File: config.mk
export PLATFORM = sky130hd
export DESIGN_NAME = x86_16_instruction_encoder_core_flat
export DESIGN_NICKNAME = d
export VERILOG_FILES = /design/src/hw/rtl/x86enc_pkg.sv /design/src/hw/rtl/x86enc_if.sv /design/src/hw/rtl/x86enc_front.sv /design/src/hw/rtl/x86enc_queue.sv /design/src/hw/rtl/x86enc_back.sv /design/src/hw/rtl/x86_16_instruction_encoder_core.sv /design/src/flat_wrapper.sv
export SDC_FILE = /design/constraint.sdc
export NUM_CORES = 1
export LEC_CHECK = 0
export ABC_AREA = 1
export BUFFER_PORTS_ARGS = -buffer_cell sky130_fd_sc_hd__clkbuf_2
export CAP_MARGIN = 15
export CELL_PAD_IN_SITES_DETAIL_PLACEMENT = 2
export CELL_PAD_IN_SITES_GLOBAL_PLACEMENT = 2
export CORE_MARGIN = 1.5
export CORE_UTILIZATION = 37
export DETAILED_ROUTE_END_ITERATION = 7
export PLACE_DENSITY_LB_ADDON = 0.25
export SYNTH_ARGS = -nofsm -noshare
export SYNTH_HDL_FRONTEND = slang
export SYNTH_SLANG_ARGS = --single-unit
File: constraint.sdc
create_clock -name clock -period 4.6 [get_ports clock]
set_input_delay 0.23 -clock clock [delete_from_list [all_inputs] [get_ports clock]]
set_output_delay 0.23 -clock clock [all_outputs]
set_load 0.005 [all_outputs]
File: src/hw/rtl/x86enc_pkg.sv
// Package for the 16-bit x86 instruction encoder.
// Holds the form table, the instruction kinds and the queue entry type.
// Has no dependencies.
package x86enc_pkg;

   localparam int FORM_COUNT          = 54;
   localparam int QUEUE_DEPTH_DEFAULT = 4;
   localparam int CODE_BYTES          = 4;

   localparam logic [15:0] REG_INDEX_MAX  = 16'd8;
   localparam logic [15:0] SHORT_JUMP_LEN = 16'd2;
   localparam logic [15:0] NEAR_JUMP_LEN  = 16'd3;

   localparam logic [7:0] MODRM_REG_REG = 8'hC0;
   localparam logic [7:0] MODRM_DIRECT  = 8'h06;
   localparam logic [7:0] MODRM_BX      = 8'h07;

   localparam logic [7:0] OP_PUSH   = 8'h50;
   localparam logic [7:0] OP_POP    = 8'h58;
   localparam logic [7:0] OP_MOVI   = 8'hB8;
   localparam logic [7:0] OP_RET    = 8'hC3;
   localparam logic [7:0] OP_RETF   = 8'hCB;
   localparam logic [7:0] OP_INT    = 8'hCD;
   localparam logic [7:0] OP_CALL   = 8'hE8;
   localparam logic [7:0] OP_JMP    = 8'hE9;
   localparam logic [7:0] OP_GRP_IMM = 8'h81;
   localparam logic [7:0] OP_GRP_F7 = 8'hF7;

   localparam logic [7:0] OP_MOV = 8'h89;
   localparam logic [7:0] OP_CMP = 8'h39;
   localparam logic [7:0] OP_ADD = 8'h01;
   localparam logic [7:0] OP_SUB = 8'h29;
   localparam logic [7:0] OP_AND = 8'h21;
   localparam logic [7:0] OP_OR  = 8'h09;
   localparam logic [7:0] OP_DIR = 8'h02;

   localparam logic [7:0] OP_JE  = 8'h74;
   localparam logic [7:0] OP_JNE = 8'h75;
   localparam logic [7:0] OP_JG  = 8'h7F;
   localparam logic [7:0] OP_JGE = 8'h7D;
   localparam logic [7:0] OP_JL  = 8'h7C;
   localparam logic [7:0] OP_JLE = 8'h7E;
   localparam logic [7:0] OP_JC  = 8'h72;
   localparam logic [7:0] OP_JNC = 8'h73;

   localparam logic [2:0] EXT_NONE = 3'd0;
   localparam logic [2:0] EXT_ADD  = 3'd0;
   localparam logic [2:0] EXT_OR   = 3'd1;
   localparam logic [2:0] EXT_NOT  = 3'd2;
   localparam logic [2:0] EXT_AND  = 3'd4;
   localparam logic [2:0] EXT_MUL  = 3'd4;
   localparam logic [2:0] EXT_SUB  = 3'd5;
   localparam logic [2:0] EXT_DIV  = 3'd6;
   localparam logic [2:0] EXT_CMP  = 3'd7;

   typedef enum logic [3:0] {
      KIND_ONE,
      KIND_REG1,
      KIND_INT,
      KIND_JS,
      KIND_JN,
      KIND_GRPI,
      KIND_GRPF,
      KIND_MOVI,
      KIND_RR,
      KIND_RM,
      KIND_MR,
      KIND_RRM,
      KIND_RMR
   } kind_type;

   typedef struct packed {
      kind_type    kind;
      logic [7:0]  opcode;
      logic [2:0]  ext;
   } form_type;

   typedef struct packed {
      logic [CODE_BYTES-1:0][7:0] code;
      logic [1:0]                 last_index;
      logic                       bad;
   } entry_type;

   localparam form_type FORM_TABLE [FORM_COUNT] = '{
      '{KIND_REG1, OP_PUSH, EXT_NONE}, '{KIND_REG1, OP_POP, EXT_NONE},
      '{KIND_MOVI, OP_MOVI, EXT_NONE}, '{KIND_RR, OP_MOV, EXT_NONE},
      '{KIND_RM, OP_MOV | OP_DIR, EXT_NONE}, '{KIND_MR, OP_MOV, EXT_NONE},
      '{KIND_RRM, OP_MOV | OP_DIR, EXT_NONE}, '{KIND_RMR, OP_MOV, EXT_NONE},
      '{KIND_GRPI, OP_GRP_IMM, EXT_CMP}, '{KIND_RR, OP_CMP, EXT_NONE},
      '{KIND_RM, OP_CMP | OP_DIR, EXT_NONE}, '{KIND_MR, OP_CMP, EXT_NONE},
      '{KIND_RRM, OP_CMP | OP_DIR, EXT_NONE}, '{KIND_RMR, OP_CMP, EXT_NONE},
      '{KIND_ONE, OP_RET, EXT_NONE}, '{KIND_ONE, OP_RETF, EXT_NONE},
      '{KIND_INT, OP_INT, EXT_NONE},
      '{KIND_JN, OP_CALL, EXT_NONE}, '{KIND_JN, OP_JMP, EXT_NONE},
      '{KIND_JS, OP_JE, EXT_NONE}, '{KIND_JS, OP_JNE, EXT_NONE},
      '{KIND_JS, OP_JG, EXT_NONE}, '{KIND_JS, OP_JGE, EXT_NONE},
      '{KIND_JS, OP_JL, EXT_NONE}, '{KIND_JS, OP_JLE, EXT_NONE},
      '{KIND_JS, OP_JC, EXT_NONE}, '{KIND_JS, OP_JNC, EXT_NONE},
      '{KIND_GRPI, OP_GRP_IMM, EXT_ADD}, '{KIND_RR, OP_ADD, EXT_NONE},
      '{KIND_RM, OP_ADD | OP_DIR, EXT_NONE}, '{KIND_MR, OP_ADD, EXT_NONE},
      '{KIND_RRM, OP_ADD | OP_DIR, EXT_NONE}, '{KIND_RMR, OP_ADD, EXT_NONE},
      '{KIND_GRPI, OP_GRP_IMM, EXT_SUB}, '{KIND_RR, OP_SUB, EXT_NONE},
      '{KIND_RM, OP_SUB | OP_DIR, EXT_NONE}, '{KIND_MR, OP_SUB, EXT_NONE},
      '{KIND_RRM, OP_SUB | OP_DIR, EXT_NONE}, '{KIND_RMR, OP_SUB, EXT_NONE},
      '{KIND_GRPF, OP_GRP_F7, EXT_MUL}, '{KIND_GRPF, OP_GRP_F7, EXT_DIV},
      '{KIND_GRPF, OP_GRP_F7, EXT_NOT},
      '{KIND_GRPI, OP_GRP_IMM, EXT_AND}, '{KIND_RR, OP_AND, EXT_NONE},
      '{KIND_RM, OP_AND | OP_DIR, EXT_NONE}, '{KIND_MR, OP_AND, EXT_NONE},
      '{KIND_RRM, OP_AND | OP_DIR, EXT_NONE}, '{KIND_RMR, OP_AND, EXT_NONE},
      '{KIND_GRPI, OP_GRP_IMM, EXT_OR}, '{KIND_RR, OP_OR, EXT_NONE},
      '{KIND_RM, OP_OR | OP_DIR, EXT_NONE}, '{KIND_MR, OP_OR, EXT_NONE},
      '{KIND_RRM, OP_OR | OP_DIR, EXT_NONE}, '{KIND_RMR, OP_OR, EXT_NONE}
   };

   function automatic logic [2:0] reg_code(input logic [15:0] index);
      logic [15:0] dec;
      dec = index - 16'd1;
      return (index == 16'd0) ? 3'd0 : dec[2:0];
   endfunction

endpackage

File: src/hw/rtl/x86enc_if.sv
// Channel interfaces of the 16-bit x86 instruction encoder.
// Request carries one instruction, response carries one code byte.
// Has no dependencies.
interface x86enc_req_if;
   logic        valid;
   logic        ready;
   logic [5:0]  action;
   logic [15:0] operand_a;
   logic [15:0] operand_b;
   logic [15:0] start_offset;

   modport source (output valid, action, operand_a, operand_b, start_offset, input ready);
   modport sink   (input valid, action, operand_a, operand_b, start_offset, output ready);
endinterface

interface x86enc_rsp_if;
   logic       valid;
   logic       ready;
   logic [7:0] code_byte;
   logic       last_byte;
   logic       bad_form;

   modport source (output valid, code_byte, last_byte, bad_form, input ready);
   modport sink   (input valid, code_byte, last_byte, bad_form, output ready);
endinterface

File: src/hw/rtl/x86enc_front.sv
// Front end of the encoder: classifies the form and builds all code bytes.
// Depends on x86enc_pkg and x86enc_req_if.
module x86enc_front import x86enc_pkg::*; (
   x86enc_req_if.sink  req_chan,
   input  logic [15:0] origin,
   output logic        push_valid,
   input  logic        push_ready,
   output entry_type   push_entry
);

   form_type    form;
   logic        known;
   logic        a_is_reg;
   logic        b_is_reg;
   logic        bad;
   logic [2:0]  ra;
   logic [2:0]  rb;
   logic [15:0] a;
   logic [15:0] b;
   logic [15:0] rel_short;
   logic [15:0] rel_near;
   logic [7:0]  op;
   logic [7:0]  grp_modrm;
   entry_type   entry;

   assign push_valid     = req_chan.valid;
   assign req_chan.ready = push_ready;
   assign push_entry     = entry;

   always_comb begin
      a     = req_chan.operand_a;
      b     = req_chan.operand_b;
      known = ({26'd0, req_chan.action} < FORM_COUNT);
      form  = FORM_TABLE[req_chan.action];
      op    = form.opcode;
      ra    = reg_code(a);
      rb    = reg_code(b);
      grp_modrm = MODRM_REG_REG | {2'b00, form.ext, ra};
      rel_short = a - origin - (req_chan.start_offset + SHORT_JUMP_LEN);
      rel_near  = a - origin - (req_chan.start_offset + NEAR_JUMP_LEN);
      a_is_reg = (form.kind == KIND_REG1) || (form.kind == KIND_GRPI) ||
                 (form.kind == KIND_GRPF) || (form.kind == KIND_MOVI) ||
                 (form.kind == KIND_RR) || (form.kind == KIND_RM) ||
                 (form.kind == KIND_RRM);
      b_is_reg = (form.kind == KIND_RR) || (form.kind == KIND_MR) ||
                 (form.kind == KIND_RMR);
      bad = !known || (a_is_reg && (a > REG_INDEX_MAX)) ||
            (b_is_reg && (b > REG_INDEX_MAX));

      entry.code       = '0;
      entry.code[0]    = op;
      entry.last_index = 2'd1;
      entry.bad        = 1'b0;
      case (form.kind)
         KIND_ONE: begin
            entry.last_index = 2'd0;
         end
         KIND_REG1: begin
            entry.code[0]    = op + {5'd0, ra};
            entry.last_index = 2'd0;
         end
         KIND_INT: begin
            entry.code[1] = a[7:0];
         end
         KIND_JS: begin
            entry.code[1] = rel_short[7:0];
         end
         KIND_JN: begin
            entry.code[1]    = rel_near[7:0];
            entry.code[2]    = rel_near[15:8];
            entry.last_index = 2'd2;
         end
         KIND_GRPI: begin
            entry.code[1]    = grp_modrm;
            entry.code[2]    = b[7:0];
            entry.code[3]    = b[15:8];
            entry.last_index = 2'd3;
         end
         KIND_GRPF: begin
            entry.code[1] = grp_modrm;
         end
         KIND_MOVI: begin
            entry.code[0]    = op + {5'd0, ra};
            entry.code[1]    = b[7:0];
            entry.code[2]    = b[15:8];
            entry.last_index = 2'd2;
         end
         KIND_RR: begin
            entry.code[1] = MODRM_REG_REG | {2'b00, rb, ra};
         end
         KIND_RM: begin
            entry.code[1]    = MODRM_DIRECT | {2'b00, ra, 3'b000};
            entry.code[2]    = b[7:0];
            entry.code[3]    = b[15:8];
            entry.last_index = 2'd3;
         end
         KIND_MR: begin
            entry.code[1]    = MODRM_DIRECT | {2'b00, rb, 3'b000};
            entry.code[2]    = a[7:0];
            entry.code[3]    = a[15:8];
            entry.last_index = 2'd3;
         end
         KIND_RRM: begin
            entry.code[1] = MODRM_BX | {2'b00, ra, 3'b000};
         end
         KIND_RMR: begin
            entry.code[1] = MODRM_BX | {2'b00, rb, 3'b000};
         end
         default: begin
            entry.last_index = 2'd0;
         end
      endcase

      if (bad) begin
         entry.code       = '0;
         entry.last_index = 2'd0;
         entry.bad        = 1'b1;
      end
   end

endmodule

File: src/hw/rtl/x86enc_queue.sv
// Short queue of encoded instructions between the front and back ends.
// Depends on x86enc_pkg.
module x86enc_queue import x86enc_pkg::*; #(
   parameter int DEPTH = QUEUE_DEPTH_DEFAULT
) (
   input  logic      clock,
   input  logic      reset,
   input  logic      push_valid,
   output logic      push_ready,
   input  entry_type push_entry,
   output logic      head_valid,
   output entry_type head_entry,
   input  logic      pop
);

   localparam int PTR_W   = (DEPTH > 1) ? $clog2(DEPTH) : 1;
   localparam int COUNT_W = $clog2(DEPTH + 1);
   localparam logic [PTR_W-1:0]   PTR_LAST  = PTR_W'(DEPTH - 1);
   localparam logic [COUNT_W-1:0] COUNT_MAX = COUNT_W'(DEPTH);

   entry_type          store_ff [DEPTH];
   logic [PTR_W-1:0]   wr_ptr_ff, wr_ptr_in;
   logic [PTR_W-1:0]   rd_ptr_ff, rd_ptr_in;
   logic [COUNT_W-1:0] count_ff, count_in;
   logic               push;

   assign push_ready = (count_ff != COUNT_MAX);
   assign head_valid = (count_ff != '0);
   assign head_entry = store_ff[rd_ptr_ff];
   assign push       = push_valid && push_ready;

   always_comb begin
      wr_ptr_in = wr_ptr_ff;
      rd_ptr_in = rd_ptr_ff;
      count_in  = count_ff;
      if (push) begin
         wr_ptr_in = (wr_ptr_ff == PTR_LAST) ? '0 : wr_ptr_ff + PTR_W'(1);
      end
      if (pop) begin
         rd_ptr_in = (rd_ptr_ff == PTR_LAST) ? '0 : rd_ptr_ff + PTR_W'(1);
      end
      if (push && !pop) begin
         count_in = count_ff + COUNT_W'(1);
      end else if (pop && !push) begin
         count_in = count_ff - COUNT_W'(1);
      end
   end

   always_ff @(posedge clock) begin
      if (reset) begin
         wr_ptr_ff <= '0;
         rd_ptr_ff <= '0;
         count_ff  <= '0;
      end else begin
         wr_ptr_ff <= wr_ptr_in;
         rd_ptr_ff <= rd_ptr_in;
         count_ff  <= count_in;
      end
   end

   always_ff @(posedge clock) begin
      if (push) begin
         store_ff[wr_ptr_ff] <= push_entry;
      end
   end

endmodule

File: src/hw/rtl/x86enc_back.sv
// Back end of the encoder: sends the queued code bytes one per transfer.
// Depends on x86enc_pkg and x86enc_rsp_if.
module x86enc_back import x86enc_pkg::*; (
   input  logic        clock,
   input  logic        reset,
   input  logic        head_valid,
   input  entry_type   head_entry,
   output logic        pop,
   x86enc_rsp_if.source rsp_chan
);

   logic       valid_ff, valid_in;
   logic [1:0] index_ff, index_in;
   logic [7:0] code_byte_ff;
   logic       last_byte_ff;
   logic       bad_form_ff;
   logic       load;
   logic       is_last;

   assign load    = head_valid && (!valid_ff || rsp_chan.ready);
   assign is_last = (index_ff == head_entry.last_index);
   assign pop     = load && is_last;

   assign rsp_chan.valid     = valid_ff;
   assign rsp_chan.code_byte = code_byte_ff;
   assign rsp_chan.last_byte = last_byte_ff;
   assign rsp_chan.bad_form  = bad_form_ff;

   always_comb begin
      valid_in = valid_ff;
      index_in = index_ff;
      if (load) begin
         valid_in = 1'b1;
         index_in = is_last ? 2'd0 : index_ff + 2'd1;
      end else if (rsp_chan.ready) begin
         valid_in = 1'b0;
      end
   end

   always_ff @(posedge clock) begin
      if (reset) begin
         valid_ff <= 1'b0;
         index_ff <= 2'd0;
      end else begin
         valid_ff <= valid_in;
         index_ff <= index_in;
      end
   end

   always_ff @(posedge clock) begin
      if (load) begin
         code_byte_ff <= head_entry.code[index_ff];
         last_byte_ff <= is_last;
         bad_form_ff  <= head_entry.bad;
      end
   end

endmodule

File: src/hw/rtl/x86_16_instruction_encoder_core.sv
// Top level of the 16-bit x86 instruction encoder.
// Depends on x86enc_pkg, x86enc_if, x86enc_front, x86enc_queue and x86enc_back.
//
// Each transfer on req_chan carries one instruction: form number, two operands
// and the output offset of its first byte. The block answers with 1 to 4
// transfers on rsp_chan, one machine code byte each, the final one flagged by
// last_byte. An unknown form or a bad register index gives a single transfer
// with bad_form set and code byte zero.
// The front end encodes an instruction in the cycle it is accepted and writes
// it into a queue of QUEUE_DEPTH entries. The first byte passes through the
// queue storage and the back end's single output register before it is shown.
// That register sends one byte per cycle while the receiver is ready, and
// instructions follow back to back. When the receiver stalls, the current byte
// holds and the queue absorbs up to QUEUE_DEPTH instructions before
// req_chan.ready drops. The origin is written through csr_wr_en and csr_wr_data;
// the user must do so only while idle, which the block does not enforce. Reset
// empties the queue and the output register and sets the origin to 0.
module x86_16_instruction_encoder_core import x86enc_pkg::*; #(
   parameter int QUEUE_DEPTH = QUEUE_DEPTH_DEFAULT
) (
   input  logic         clock,
   input  logic         reset,
   x86enc_req_if.sink   req_chan,
   x86enc_rsp_if.source rsp_chan,
   input  logic         csr_wr_en,
   input  logic [15:0]  csr_wr_data
);

   logic [15:0] origin_ff, origin_in;
   logic        push_valid;
   logic        push_ready;
   entry_type   push_entry;
   logic        head_valid;
   entry_type   head_entry;
   logic        pop;

   assign origin_in = csr_wr_en ? csr_wr_data : origin_ff;

   always_ff @(posedge clock) begin
      if (reset) begin
         origin_ff <= 16'd0;
      end else begin
         origin_ff <= origin_in;
      end
   end

   x86enc_front u_front (
      .req_chan   (req_chan),
      .origin     (origin_ff),
      .push_valid (push_valid),
      .push_ready (push_ready),
      .push_entry (push_entry)
   );

   x86enc_queue #(
      .DEPTH (QUEUE_DEPTH)
   ) u_queue (
      .clock      (clock),
      .reset      (reset),
      .push_valid (push_valid),
      .push_ready (push_ready),
      .push_entry (push_entry),
      .head_valid (head_valid),
      .head_entry (head_entry),
      .pop        (pop)
   );

   x86enc_back u_back (
      .clock      (clock),
      .reset      (reset),
      .head_valid (head_valid),
      .head_entry (head_entry),
      .pop        (pop),
      .rsp_chan   (rsp_chan)
   );

endmodule
File: src/flat_wrapper.sv
// flat-port wrapper written by rule: the top's interface ports become plain ports
module x86_16_instruction_encoder_core_flat import x86enc_pkg::*;
#(
   parameter int QUEUE_DEPTH = QUEUE_DEPTH_DEFAULT
)
  (clock, reset, csr_wr_en, csr_wr_data, req_chan_valid, req_chan_action, req_chan_operand_a, req_chan_operand_b, req_chan_start_offset, req_chan_ready, rsp_chan_valid, rsp_chan_code_byte, rsp_chan_last_byte, rsp_chan_bad_form, rsp_chan_ready);
  x86enc_req_if req_chan_i ();
  x86enc_rsp_if rsp_chan_i ();
  input  logic clock;
  input  logic reset;
  input  logic csr_wr_en;
  input  logic [15:0] csr_wr_data;
  input wire logic [$bits(req_chan_i.valid)-1:0] req_chan_valid;
  input wire logic [$bits(req_chan_i.action)-1:0] req_chan_action;
  input wire logic [$bits(req_chan_i.operand_a)-1:0] req_chan_operand_a;
  input wire logic [$bits(req_chan_i.operand_b)-1:0] req_chan_operand_b;
  input wire logic [$bits(req_chan_i.start_offset)-1:0] req_chan_start_offset;
  output wire logic [$bits(req_chan_i.ready)-1:0] req_chan_ready;
  output wire logic [$bits(rsp_chan_i.valid)-1:0] rsp_chan_valid;
  output wire logic [$bits(rsp_chan_i.code_byte)-1:0] rsp_chan_code_byte;
  output wire logic [$bits(rsp_chan_i.last_byte)-1:0] rsp_chan_last_byte;
  output wire logic [$bits(rsp_chan_i.bad_form)-1:0] rsp_chan_bad_form;
  input wire logic [$bits(rsp_chan_i.ready)-1:0] rsp_chan_ready;
  assign req_chan_i.valid = req_chan_valid;
  assign req_chan_i.action = req_chan_action;
  assign req_chan_i.operand_a = req_chan_operand_a;
  assign req_chan_i.operand_b = req_chan_operand_b;
  assign req_chan_i.start_offset = req_chan_start_offset;
  assign req_chan_ready = req_chan_i.ready;
  assign rsp_chan_valid = rsp_chan_i.valid;
  assign rsp_chan_code_byte = rsp_chan_i.code_byte;
  assign rsp_chan_last_byte = rsp_chan_i.last_byte;
  assign rsp_chan_bad_form = rsp_chan_i.bad_form;
  assign rsp_chan_i.ready = rsp_chan_ready;
  x86_16_instruction_encoder_core #(.QUEUE_DEPTH(QUEUE_DEPTH)) u_core (.clock(clock), .reset(reset), .req_chan(req_chan_i), .rsp_chan(rsp_chan_i), .csr_wr_en(csr_wr_en), .csr_wr_data(csr_wr_data));
endmodule
=== Word-level counts from Yosys, hierarchy flattened ===
Memories as Yosys holds them, arrays and structs flattened. A register that Yosys moved wholly into a read port is not among the register bits.
Cells that the tools add are included.

* Register bits after elaboration: 36
* Latch bits: 0
* RAM bits: 140
* Bits in read-only memories: 960
* Bits of input ports: 75
* Output and inout bits: 12
* Word-level logic and storage cells: 102
* Memories kept: 2

{| class="wikitable"
|+ Memory list
! memory !! words !! bits a word !! rd ports !! clocked after Yosys merged registers in !! write ports !! line !! source
|-
| (name not given) || 64 || 15 || 1 || 0 || 0 || x86enc_front.sv:34 || <nowiki>form = FORM_TABLE[req_chan.action];</nowiki>
|-
| u_core.u_queue.store_ff || 4 || 35 || 1 || 1 || 1 || x86enc_queue.sv:21 || <nowiki>entry_type store_ff [DEPTH];</nowiki>
|}

* Add/sub/neg operators: 13
* Multiply operators: 0
* Divide/modulo/power cells: 0
* Order comparisons: 5
* Equality and inequality tests: 16
* Shifts and indexed selects: 0
* Mux-type cells: 23
* Bitwise operators: 1
* Reductions and logical operators: 33

{| class="wikitable"
|+ Operator list
! cell !! number
|-
| case mux 8 bit (10 select lines) || 1
|-
| 2-to-1 mux 35 bit || 1
|-
| greater-than comparator 16 x 4 -> 1 bit (second input constant) || 2
|-
| logical NOT 16 bit || 2
|-
| case mux 8 bit (4 select lines) || 1
|-
| subtractor 16 bit || 2
|-
| 2-to-1 mux 15 bit || 2
|-
| equality test 4 bit (second input constant) || 5
|-
| adder 16 x 2 -> 16 bit (second input constant) || 1
|-
| binary-select mux 8 bit (select 2 bit) || 1
|-
| equality test 4 x 3 -> 1 bit (second input constant) || 4
|-
| 2-to-1 mux 8 bit || 2
|-
| case mux 8 bit (2 select lines) || 1
|-
| 2-to-1 mux 3 bit || 4
|-
| logical OR 1 bit || 11
|-
| 2-to-1 mux 2 bit || 5
|-
| subtractor 3 x 1 -> 3 bit (second input constant) || 3
|-
| adder 8 x 2 -> 8 bit (second input constant) || 1
|-
| adder 8 x 3 -> 8 bit || 1
|-
| equality test 4 x 2 -> 1 bit (second input constant) || 2
|-
| OR reduction 2 bit || 4
|-
| subtractor 8 bit || 1
|-
| >= comparator 7 bit (second input constant) || 1
|-
| logical AND 1 bit || 7
|-
| other kinds (16) || 26
|}

=== Longest topological paths before layout ===
Gate-level depths: netlist (run 1).

* Depth in word-level cells: 15
* Mapped depth: 26
* Depth with buffers taken out: 26

=== By module ===
A second synthesis (run 1) with hierarchy kept.

* Cell total of the unflattened synthesis: 1407
* Area total of the unflattened synthesis: 11691.2 sq um

{| class="wikitable"
|+ Modules (own cells, without submodules)
! module !! instances !! cells each !! area an instance (sq um) !! seq. area each (sq um)
|-
| x86enc_queue || 1 || 403 || 5660.4 || 4384.2
|-
| x86enc_front || 1 || 816 || 4610.7 || 0.0
|-
| x86enc_back || 1 || 87 || 749.5 || 360.3
|-
| x86_16_instruction_encoder_core || 1 || 101 || 670.6 || 320.3
|}

=== Worst setup path before layout (run 1) ===
No wires, ideal clock.

* Path kind: input port to flip-flop
* Start: input port req_chan_operand_a[0]
* End: memory u_core.u_queue.store_ff[0][26] (netlist bit), data pin
* Setup time: 0.260 ns
* Arrival time: 3.434 ns
* Required time: 4.340 ns
* Path slack: 0.906 ns
* Cell stages on the path: 25
* Buffers on the path: 0
* Cell sequence: inv_1 -> ha_1 -> inv_1 -> fa_1 -> nand3_1 -> nand3_1 -> a21oi_1 -> o21ai_0 -> a21boi_0 -> o21ai_0 -> xor2_1 -> ha_1 -> inv_1 -> ha_1 -> nand2_1 -> nor3_1 -> inv_1 -> nor2_1 -> nor2_1 -> o21ai_0 -> nand3_1 -> nand3_1 -> nand2_1 -> nor2_1 -> nor2_1

{| class="wikitable"
|+ RTL lines
! element !! line !! source
|-
| from (decl) || flat_wrapper.sv:15 || <nowiki>input wire logic [$bits(req_chan_i.operand_a)-1:0] req_chan_operand_a;</nowiki>
|-
| to (decl) || x86enc_queue.sv:21 ||
|}

==> results of run 1 <==
==> area by class of cell <==
| type | count | area (um^2) | share of cell area |
|---|---|---|---|
| Inverter | 152 | 573 | 0.0456 |
| Sequential cell | 178 | 5070 | 0.403 |
| Tap cell | 390 | 488 | 0.0388 |
| Clock inverter | 12 | 91.3 | 0.00726 |
| Timing Repair Buffer | 98 | 520 | 0.0414 |
| Clock buffer | 20 | 479 | 0.0381 |
| Multi-Input combinational cell | 971 | 5360 | 0.426 |
==> per-stage QoR <==
stage / area [um^2] / hold WS, ps
3_5_place_dp: 12000 / 466
4_1_cts: 12600 / 34.6
5_1_grt: 12600 / 51.0
2_1_floorplan: 11200 / 302
3_3_place_gp: 12000 / 453
6_report: 12600 / 45.7
==> synth_stat cells, types with 10 or more instances <==
cell type / instances / area (um^2)
a21oi_1: 68 / 340
clkbuf_1: 38 / 143
dfxtp_1: 28 / 561
edfxtp_1: 150 / 4500
ha_1: 68 / 851
inv_1: 143 / 537
nand2_1: 263 / 987
nand2_2: 10 / 62.6
nand3_1: 108 / 541
nor2_1: 180 / 676
o211ai_1: 12 / 90.1
o21ai_0: 122 / 611
o221ai_1: 23 / 201
o22ai_1: 13 / 81.3
xnor2_1: 16 / 140
xor2_1: 20 / 175
==> logic make-up (layout without fill, tap and decap cells) <==
group	Yosys count	count (layout)	synth area share
DFF	178	178	0.451
buffers and inverters	205	282	0.0745
and+or+nand+nor	591	591	0.222
adders and majority gates	73	73	0.0847
AOI/OAI and AO/OA	271	271	0.140
xor gates and xnor gates	36	36	0.0281
==> registers in the layout, indices dropped and copies added, names as in the netlist, named ones only <==
signal / count
u_core.u_queue.wr_ptr_ff: 2
u_core.u_back.rsp_chan.valid: 1
u_core.origin_ff: 16
u_core.u_back.rsp_chan.code_byte: 8
u_core.u_back.rsp_chan.bad_form: 1
u_core.u_back.index_ff: 2
u_core.u_queue.count_ff: 3
u_core.u_queue.store_ff: 140
u_core.u_queue.rd_ptr_ff: 2
u_core.u_back.rsp_chan.last_byte: 1
==> layer usage <==
| metal | GRT usage | routed length (um) | up-vias |
|---|---|---|---|
| li1 | - | - | 4722 |
| met1 | 0.347 | 18500 | 5099 |
| met2 | 0.447 | 19600 | 171 |
| met3 | 0.0241 | 930 | 43 |
| met4 | 0.0678 | 655 | 0 |
| met5 | 0 | 0 | - |
==> report_power, final <==
part | internal [mW] | leakage, nW | total [mW] | switching (mW)
Sequential | 2.05 | 1.65 | 2.14 | 0.0901
Clock | 0.766 | 0.289 | 1.45 | 0.681
Combinational | 0.675 | 3.44 | 2.17 | 1.49
==> timing repair <==
action / 4_1_cts / 5_1_grt
setup endpoints to repair: 0 / 12
setup buffers: 0 / 0
resized for setup: 0 / 3
==> worst paths after layout <==
path                  startpoint                              to  cells after the start  slack (ps)
max          u_core.origin_ff[0]  u_core.u_queue.store_ff[0][26]                     22         390
min                        reset      u_core.u_queue.count_ff[0]                      2          50
max reg2reg  u_core.origin_ff[0]  u_core.u_queue.store_ff[0][26]                     22         390
min reg2reg  u_core.origin_ff[5]             u_core.origin_ff[5]                      2         470
==> critical path, delay by kind of cell (launching register included) <==
kind / cells / cell delay (ps)
adders and majority gates: 4 / 1200
and+or+nand+nor: 10 / 1100
AOI/OAI and AO/OA: 5 / 1030
DFF: 1 / 330
xor gates and xnor gates: 1 / 170
buffers and inverters: 2 / 100
==> flow_metrics.tcl, run 1 <==
set metrics [dict create \
    status "complete, no violations" \
    routabilityCongestion 0.875 \
    worstSetupPathType "register to register" \
    fin_ws_ps 392 \
    grt_pass1_wl_um 61600 \
    routedWlPerCell_um 21.8 \
    synth_cell_types 45 \
    final_common_cell "nand2_1" \
    port-buffer-count 86 \
    grt_antenna_before_repair 0 \
    total_power_mw 5.76 \
    core_mm2 0.0297 \
    p_leak_nw 5.38 \
    fin_cells 1821 \
    crit_path_end_kind "register" \
    layout-drive-gt1-share 0.117 \
    cts_tree "yes" \
    vias 10000 \
    drtIter0Drc 584 \
    synth_fp_nets 1502 \
    crit_path_max_fanout 6 \
    fin_util 0.423 \
    hpwl_um 29200 \
    vdd_drop_max_v 0.000265 \
    diodes 0 \
    cts_buffers 17 \
    fin_crit_sh 0.915 \
    powerDensity_mw_per_mm2 458 \
    setup_violations 0 \
    ant_nets 0 \
    drv_cap 0 \
    synth_seq_cells 178 \
    nets 1566 \
    skew_ps 16.6 \
    first_pass_iters 5 \
    ys_warn_count 0 \
    crit_chain "ha_1, inv_1, fa_1, nand3_1, nand3_1, a21oi_2, o21ai_0, a21boi_1, o21ai_0, xor2_1, ha_1, inv_1, ha_1, nand2_1, nor3_1, nand2_1, o21ai_0, nand3_1, nand3_1, nand2_1, nor2_1, nor2_2" \
    mostFrequentLayoutCells "nand2_1 (263), nor2_1 (175), edfxtp_1 (150)" \
    dp_slack_ps -18.9 \
    clkLatencyLatePin_ps 450 \
    nFillCells 3443 \
    die_h_um 177 \
    cts.sinks 178 \
    tightestPinTransition_ps 827 \
    fin_tns_setup_ps 0 \
    syn_to_final_growth_pct 12.1 \
    synth_seq_area_share 0.451 \
    root_buffer "clkbuf_16" \
    period_minus_slack_ps 4210 \
    post_synth_instance_area_mm2 0.0112 \
    slowest_delay_ps 400 \
    detail_route.vias_per_cell 5.51 \
    grt_usage 0.259 \
    grt_max_degree 71 \
    dp.cells 1789 \
    routed_wl_um 39700 \
    cp.required_ps 4770 \
    die_w_um 177 \
    slew_violations 0 \
    num_io_pins 87 \
    cts_max_level 4 \
    ys.flop_type "edfxtp_1" \
    maxSlewHeadroom 0.444 \
    synthArstFlopShare 0 \
    worstPathArrival_ps 4370 \
    timing.fmax_mhz 238 \
    row_count 63 \
    postSynthCellCount 1354 \
    slowest_stage "fa_1" \
    holdBufCountCts 0 \
    hold_violations 0 \
    crit_top_cell "nand3_1" \
    grt_pass1_vias 10600 \
    globalRouteOverflowTotal 0 \
    min_path_type "input pin to register" \
    avgSynthCellArea_um2 8.29 \
    clock_path_buffers 2 \
    critPathLaunchType "register" \
    fp.dieArea_mm2 0.0314 \
    path_clk_slew_ps 70 \
    drc 0 \
    start_util 0.378 \
    synth_edf_count 150 \
]
Power figures use the tool's default switching activity.
==> run 2, diff against run 1 <==
--- a/config.mk
+++ b/config.mk
@@ -11,9 +11,10 @@
 export CELL_PAD_IN_SITES_DETAIL_PLACEMENT = 2
 export CELL_PAD_IN_SITES_GLOBAL_PLACEMENT = 2
 export CORE_MARGIN = 1.5
-export CORE_UTILIZATION = 37
+export CORE_UTILIZATION = 34
 export DETAILED_ROUTE_END_ITERATION = 7
 export PLACE_DENSITY_LB_ADDON = 0.25
 export SYNTH_ARGS = -nofsm -noshare
 export SYNTH_HDL_FRONTEND = slang
+export SYNTH_HIERARCHICAL = 1
 export SYNTH_SLANG_ARGS = --single-unit
==> constraint.sdc (replaced) <==
create_clock -name clock -period 3.5 [get_ports clock]
set_input_delay 0.175 -clock clock [delete_from_list [all_inputs] [get_ports clock]]
set_output_delay 0.175 -clock clock [all_outputs]
set_load 0.005 [all_outputs]
==> run 2 against run 1 <==
Effect of this change: the flow now finishes with violations (negative setup slack); clock skew hardly changed; critical path depth stayed put; largest power group unchanged; sequential cell count stayed put; fmax is 10% higher; count of clock-buffer cells in the layout is 1 lower; cell area is 9.0% higher; utilization is 1.6 points lower; setup slack worse by 710 ps; sequential share of layout area is 3.3 points lower; combinational power is 79% higher; global-route usage is 3.1 points lower; sequential power is 34% higher.
==> flow_metrics.tcl, run 2 <==
set metrics [dict create \
    rsz0062_at_grt "yes" \
    period_minus_slack_ps 3820 \
    dp_slack_ps -542 \
    slowest_stage "dfxtp_2" \
    row_count 67 \
    clkLatencyLatePin_ps 450 \
    root_buffer "clkbuf_16" \
    synth_edf_count 150 \
    fin_cells 1993 \
    dp.cells 1957 \
    die_h_um 188 \
    num_io_pins 87 \
    synth_cell_types 49 \
    maxSlewHeadroom 0.548 \
    slew_violations 0 \
    p_seq_frac 0.333 \
    crit_path_max_fanout 4 \
    synth.most_common_cell "nand2_1" \
    fin_ws_ps -315 \
    grt_usage 0.228 \
    power.internal_mw 5.09 \
    switchingPower_mw 3.53 \
    p_leak_nw 5.92 \
    synth_seq_cells 178 \
    drc 0 \
    globalRouteOverflowTotal 0 \
    skew_ps 16.8 \
    powerDensity_mw_per_mm2 629 \
    mostFrequentLayoutCells "nand2_1 (273), nor2_1 (179), inv_1 (151)" \
    grt_max_degree 49 \
    nets 1681 \
    drv_cap 0 \
    worstSetupPathType "register to register" \
    post_synth_instance_area_mm2 0.0117 \
    path_clk_slew_ps 80 \
    timing.fmax_mhz 262 \
    core_mm2 0.0337 \
    failed_checks "negative setup slack" \
    drtIter0Drc 472 \
    critPathLaunchType "register" \
    start_util 0.347 \
    first_pass_iters 5 \
    synth_fp_nets 1555 \
    cp.required_ps 3780 \
    fp.dieArea_mm2 0.0355 \
    grt_pass1_vias 11200 \
    grt_pass1_wl_um 62400 \
    layout-drive-gt1-share 0.221 \
    vdd_drop_max_v 0.000405 \
    avgSynthCellArea_um2 8.31 \
    power_frac_comb 0.451 \
    port-buffer-count 86 \
    routabilityCongestion 0.843 \
    slowest_delay_ps 360 \
    yosys-top-cells-area "edfxtp_1 (39%), nand2_1 (9.0%), ha_1 (7.3%)" \
    synth_common_cells "nand2_1 (280), nor2_1 (198), inv_1 (156)" \
    die_w_um 188 \
    hpwl_um 30000 \
    cts.sinks 178 \
    postSynthCellCount 1407 \
    pwr-share-clk 0.216 \
    synth_top_area_frac 0.385 \
    min_path_type "input pin to register" \
    ys.flop_type "edfxtp_1" \
    routedWlPerCell_um 20.4 \
    synth_top_area_cell "edfxtp_1" \
    synth_seq_area_share 0.433 \
    status "finished with violations" \
    vias 10400 \
    ys_warn_count 6 \
    worstPathArrival_ps 4090 \
    final_common_cell "nand2_1" \
    clock_path_buffers 2 \
    largest_register_ffs 140 \
    routed_wl_um 40600 \
    tightestPinTransition_ps 678 \
    largest-register "u_core/u_queue/store_ff" \
    cts_buffers 17 \
    hold_violations 0 \
    fin_crit_sh 1.09 \
    diodes 0 \
    ant_nets 0 \
    grt_antenna_before_repair 0 \
    setup_violations 40 \
    crit_path_end_kind "register" \
    cts_tree "yes" \
    syn_to_final_growth_pct 17.3 \
    detail_route.vias_per_cell 5.20 \
    synthArstFlopShare 0 \
    crit_chain "ha_4, inv_2, fa_2, nand3_2, nand3_2, a21boi_2, o21ai_2, a31oi_4, o21ai_2, xor2_1, ha_1, inv_2, ha_4, buf_6, a21o_1, a31oi_1, nand3_1, nand2_1, nand2_1, o21ai_1, nor2_1, nor2_2" \
    cts_max_level 4 \
    switching_share 0.410 \
]
## run 2: timing repair
item | CTS | global route
setup endpoints to repair | 44 | 48
buffers inserted | 2 | 1
endpoints found under the hold margin | 2 | 0
resized for setup | 22 | 59
hold buffers | 2 | 0
pin swaps | 20 | 34
## run 2: kinds of logic (layout without fill, tap and decap cells)
group,count (synthesis),count (layout),share of synthesized area
AO/OA/AOI/OAI,267,267,0.130
XOR/XNOR,31,31,0.0232
adder cells (fa/ha/maj),73,73,0.0813
buffers and inverters,221,359,0.0918
flip-flops,178,178,0.433
AND/OR/NAND/NOR,637,637,0.241
## run 2: through the flow
step | hold slack (ps) | TNS [ps] | util | instance area [um^2] | power (mW)
after global routing | 25.7 | -14560 | 0.407 | 13700 | 9.15
after global placement | 436 | -7770 | 0.380 | 12800 | 6.27
after floorplan | 244 | 0 | - | 11700 | 5.18
after CTS | 0.625 | -11580 | 0.400 | 13500 | 8.43
after detailed placement | 469 | -15040 | 0.380 | 12800 | 6.48
final | 15.1 | -5820 | 0.407 | 13700 | 8.62
## run 2: critical path: cells and delay by family, from the launching register on
kind,cells,cell delay (ps)
buffers and inverters,3,240
adder cells (fa/ha/maj),4,1020
AO/OA/AOI/OAI,7,1110
AND/OR/NAND/NOR,7,730
flip-flops,1,360
XOR/XNOR,1,180
## run 2: worst paths after layout
kind,startpoint,cells after the start,slack (ps),endpoint
worst min register to register,u_core/origin_ff[1],2,480,u_core/origin_ff[1]
worst max register to register,u_core/origin_ff[0],22,-320,u_core/u_queue/store_ff[1][24]
worst min-delay path,csr_wr_data[11],5,20,u_core/origin_ff[11]
worst max-delay path,u_core/origin_ff[0],22,-320,u_core/u_queue/store_ff[1][24]
## run 2: per-layer routing
layer / part of all wire / GRT usage / vias up / routed length (um)
met2: 0.51 / 0.410 / 155 / 20800
met4: 0.019 / 0.0656 / 0 / 774
li1: - / - / 4959 / -
met1: 0.44 / 0.288 / 5205 / 18000
met3: 0.025 / 0.0235 / 40 / 1020
met5: 0 / 0 / - / 0
## run 2: final cells by class
type	count	area, um^2
inverter	170	656
timing repair buffer	158	980
fill	3879	20000
clock buffer	19	433
sequential	178	5070
multi-input combinational	1008	5910
clock inverter	12	109
tap	448	561
## run 2: power groups by stage
stage	logic [mW]	clock network, mW	registers (mW)
after floorplan	2.31	0	2.87
after global placement	3.38	0	2.89
after detailed placement	3.56	0	2.92
after CTS	3.65	1.91	2.88
after global routing	4.27	1.98	2.90
final	3.88	1.86	2.87
==> run 3, diff against run 2 <==
--- a/config.mk
+++ b/config.mk
@@ -8,10 +8,8 @@
 export ABC_AREA = 1
 export BUFFER_PORTS_ARGS = -buffer_cell sky130_fd_sc_hd__clkbuf_2
 export CAP_MARGIN = 15
-export CELL_PAD_IN_SITES_DETAIL_PLACEMENT = 2
-export CELL_PAD_IN_SITES_GLOBAL_PLACEMENT = 2
 export CORE_MARGIN = 1.5
-export CORE_UTILIZATION = 34
+export CORE_UTILIZATION = 56
 export DETAILED_ROUTE_END_ITERATION = 7
 export PLACE_DENSITY_LB_ADDON = 0.25
 export SYNTH_ARGS = -nofsm -noshare
==> run 3 against run 2 <==
Effect of this change: the run still ends with negative setup slack left; count of clock-buffer cells in the layout fell by 1; non-clock buffer count fell by 12; clock skew fell by 3.3 ps; final cell count fell by 9.5%; via count fell by 4.2%; critical endpoint is now u_core/u_queue/store_ff[1][25]; highest routed layer unchanged.
==> flow_metrics.tcl, run 3 (same netlist as run 2, synthesis figures left out) <==
set metrics [dict create \
    power.internal_mw 5.06 \
    cts_buffers 17 \
    r2r-end "u_core/u_queue/store_ff[1][25]" \
    period_minus_slack_ps 3580 \
    min_path_type "input pin to register" \
    layout-drive-gt1-share 0.220 \
    fin_ws_ps -79.1 \
    cp.required_ps 3660 \
    routabilityCongestion 0.948 \
    pwr-share-clk 0.219 \
    die_w_um 147 \
    switching_share 0.390 \
    p_leak_nw 5.87 \
    dr_wl_met2_um 14000 \
    cts_tree "yes" \
    row_count 52 \
    rr_worst_depth 21 \
    largest_register_ffs 140 \
    min_to "u_core/origin_ff[12]" \
    failed_checks "negative setup slack" \
    rsz0062_at_grt "yes" \
    start_util 0.574 \
    p_seq_frac 0.346 \
    timing.fmax_mhz 279 \
    syn_to_final_growth_pct 15.5 \
    fin_crit_sh 1.02 \
    core_mm2 0.0204 \
    met3_length_um 1820 \
    final_area_mm2 0.0135 \
    dp.cells 1760 \
    maxUsedRoutingLayer "met4" \
    drtIter0Drc 768 \
    path_clk_slew_ps 70 \
    cts_max_level 4 \
    vias 9927 \
    power_frac_comb 0.435 \
    routed_wl_um 28800 \
    worstPathArrival_ps 3740 \
    wl_met1_um 12400 \
    switchingPower_mw 3.24 \
    worstSetupPathType "register to register" \
    grt_pass1_vias 9228 \
    startpoint "u_core/origin_ff[4]" \
    mostFrequentLayoutCells "nand2_1 (270), nor2_1 (185), edfxtp_1 (150)" \
    tightestPinTransition_ps 590 \
    fin_tns_setup_ps -814 \
    grt_max_degree 48 \
    fp.dieArea_mm2 0.0218 \
    clock_path_buffers 2 \
    globalRouteOverflowTotal 0 \
    dp_slack_ps -270 \
    hpwl_um 20200 \
    detail_route.vias_per_cell 5.50 \
    fin_util 0.663 \
    skew_ps 13.5 \
    routedWlPerCell_um 15.9 \
    min_path_cells 5 \
    vdd_drop_max_v 0.000365 \
    hold_violations 0 \
    place_area_mm2 0.0125 \
    cts.sinks 178 \
    num_io_pins 87 \
    die_h_um 147 \
    clkLatencyLatePin_ps 440 \
    critPathLaunchType "register" \
    largest-register "u_core/u_queue/store_ff" \
    drc 0 \
    drv_cap 0 \
    first_pass_iters 5 \
    reg2reg_setup_slack_ps -80 \
    crit_path_end_kind "register" \
    grt_antenna_before_repair 0 \
    powerDensity_mw_per_mm2 615 \
    r2r_start "u_core/origin_ff[4]" \
    maxSlewHeadroom 0.607 \
    grt_usage 0.266 \
    fin_cells 1804 \
    final_common_cell "nand2_1" \
    grt_pass1_wl_um 45500 \
    hp-start "csr_wr_data[12]" \
    port-buffer-count 86 \
    setup_violations 16 \
    root_buffer "clkbuf_16" \
    diodes 0 \
    crit_path_max_fanout 4 \
    status "finished with violations" \
    nets 1669 \
    slew_violations 0 \
    ant_nets 0 \
]
-- run 3: critical path: stages, from the launching register on --
cell and delay (ps):
dfxtp_1 330, inv_1 40, ha_1 330, inv_1 90, o21bai_1 260, a21oi_1 130, nand2_2 140, a21oi_2 80
o21bai_1 170, xor2_1 170, ha_1 240, inv_1 60, ha_1 250, buf_4 160, a21oi_2 140, o31ai_2 100
a21oi_2 160, nand3_1 90, nand2_1 60, o21ai_1 60, nor2_1 160, nor2_2 70
-- run 3: worst max-delay path by stage --
stage                                           endpoint  slack, ps  cells after the start
after floorplan           u_core/u_queue/store_ff[0][26]          7                     23
final                     u_core/u_queue/store_ff[1][25]        -80                     21
after global placement    u_core/u_queue/store_ff[2][26]       -220                     25
after global routing      u_core/u_queue/store_ff[3][26]       -350                     22
after detailed placement  u_core/u_queue/store_ff[1][26]       -270                     25
after CTS                 u_core/u_queue/store_ff[2][26]       -140                     23
-- run 3: repair_timing --
item                       4_1_cts  5_1_grt
resized for setup               25       59
buffers inserted                 2        3
hold buffers                     7        0
pin swaps                       18       34
hold endpoints to repair         7        0
setup endpoints to repair       40       44
-- run 3: final cells by class --
| cell class | instances | area (um^2) |
|---|---|---|
| fill | 1709 | 6860 |
| multi-input combinational | 1008 | 5980 |
| sequential | 178 | 5070 |
| timing repair buffer | 146 | 898 |
| inverter | 170 | 656 |
| clock buffer | 18 | 439 |
| tap | 270 | 338 |
| clock inverter | 14 | 123 |
-- run 3: through the flow --
stage	hold slack (ps)	total power, mW
finish	14.9	8.30
global route	33.6	8.81
CTS	0.398	8.01
detailed placement	458	6.10
global placement	451	6.04
floorplan	244	5.18
-- run 3: power by group through the flow --
| stage | logic (mW) | registers (mW) | clock network [mW] |
|---|---|---|---|
| after floorplan | 2.31 | 2.87 | 0 |
| after global routing | 3.97 | 2.91 | 1.93 |
| after global placement | 3.13 | 2.91 | 0 |
| final | 3.61 | 2.87 | 1.82 |
| after detailed placement | 3.18 | 2.92 | 0 |
| after CTS | 3.29 | 2.87 | 1.85 |
-- run 3: per-layer routing --
layer	global-route usage	vias to the layer above
li1	-	4939
met1	0.348	4583
met2	0.452	372
met3	0.0488	33
met4	0.0775	0
met5	0	-
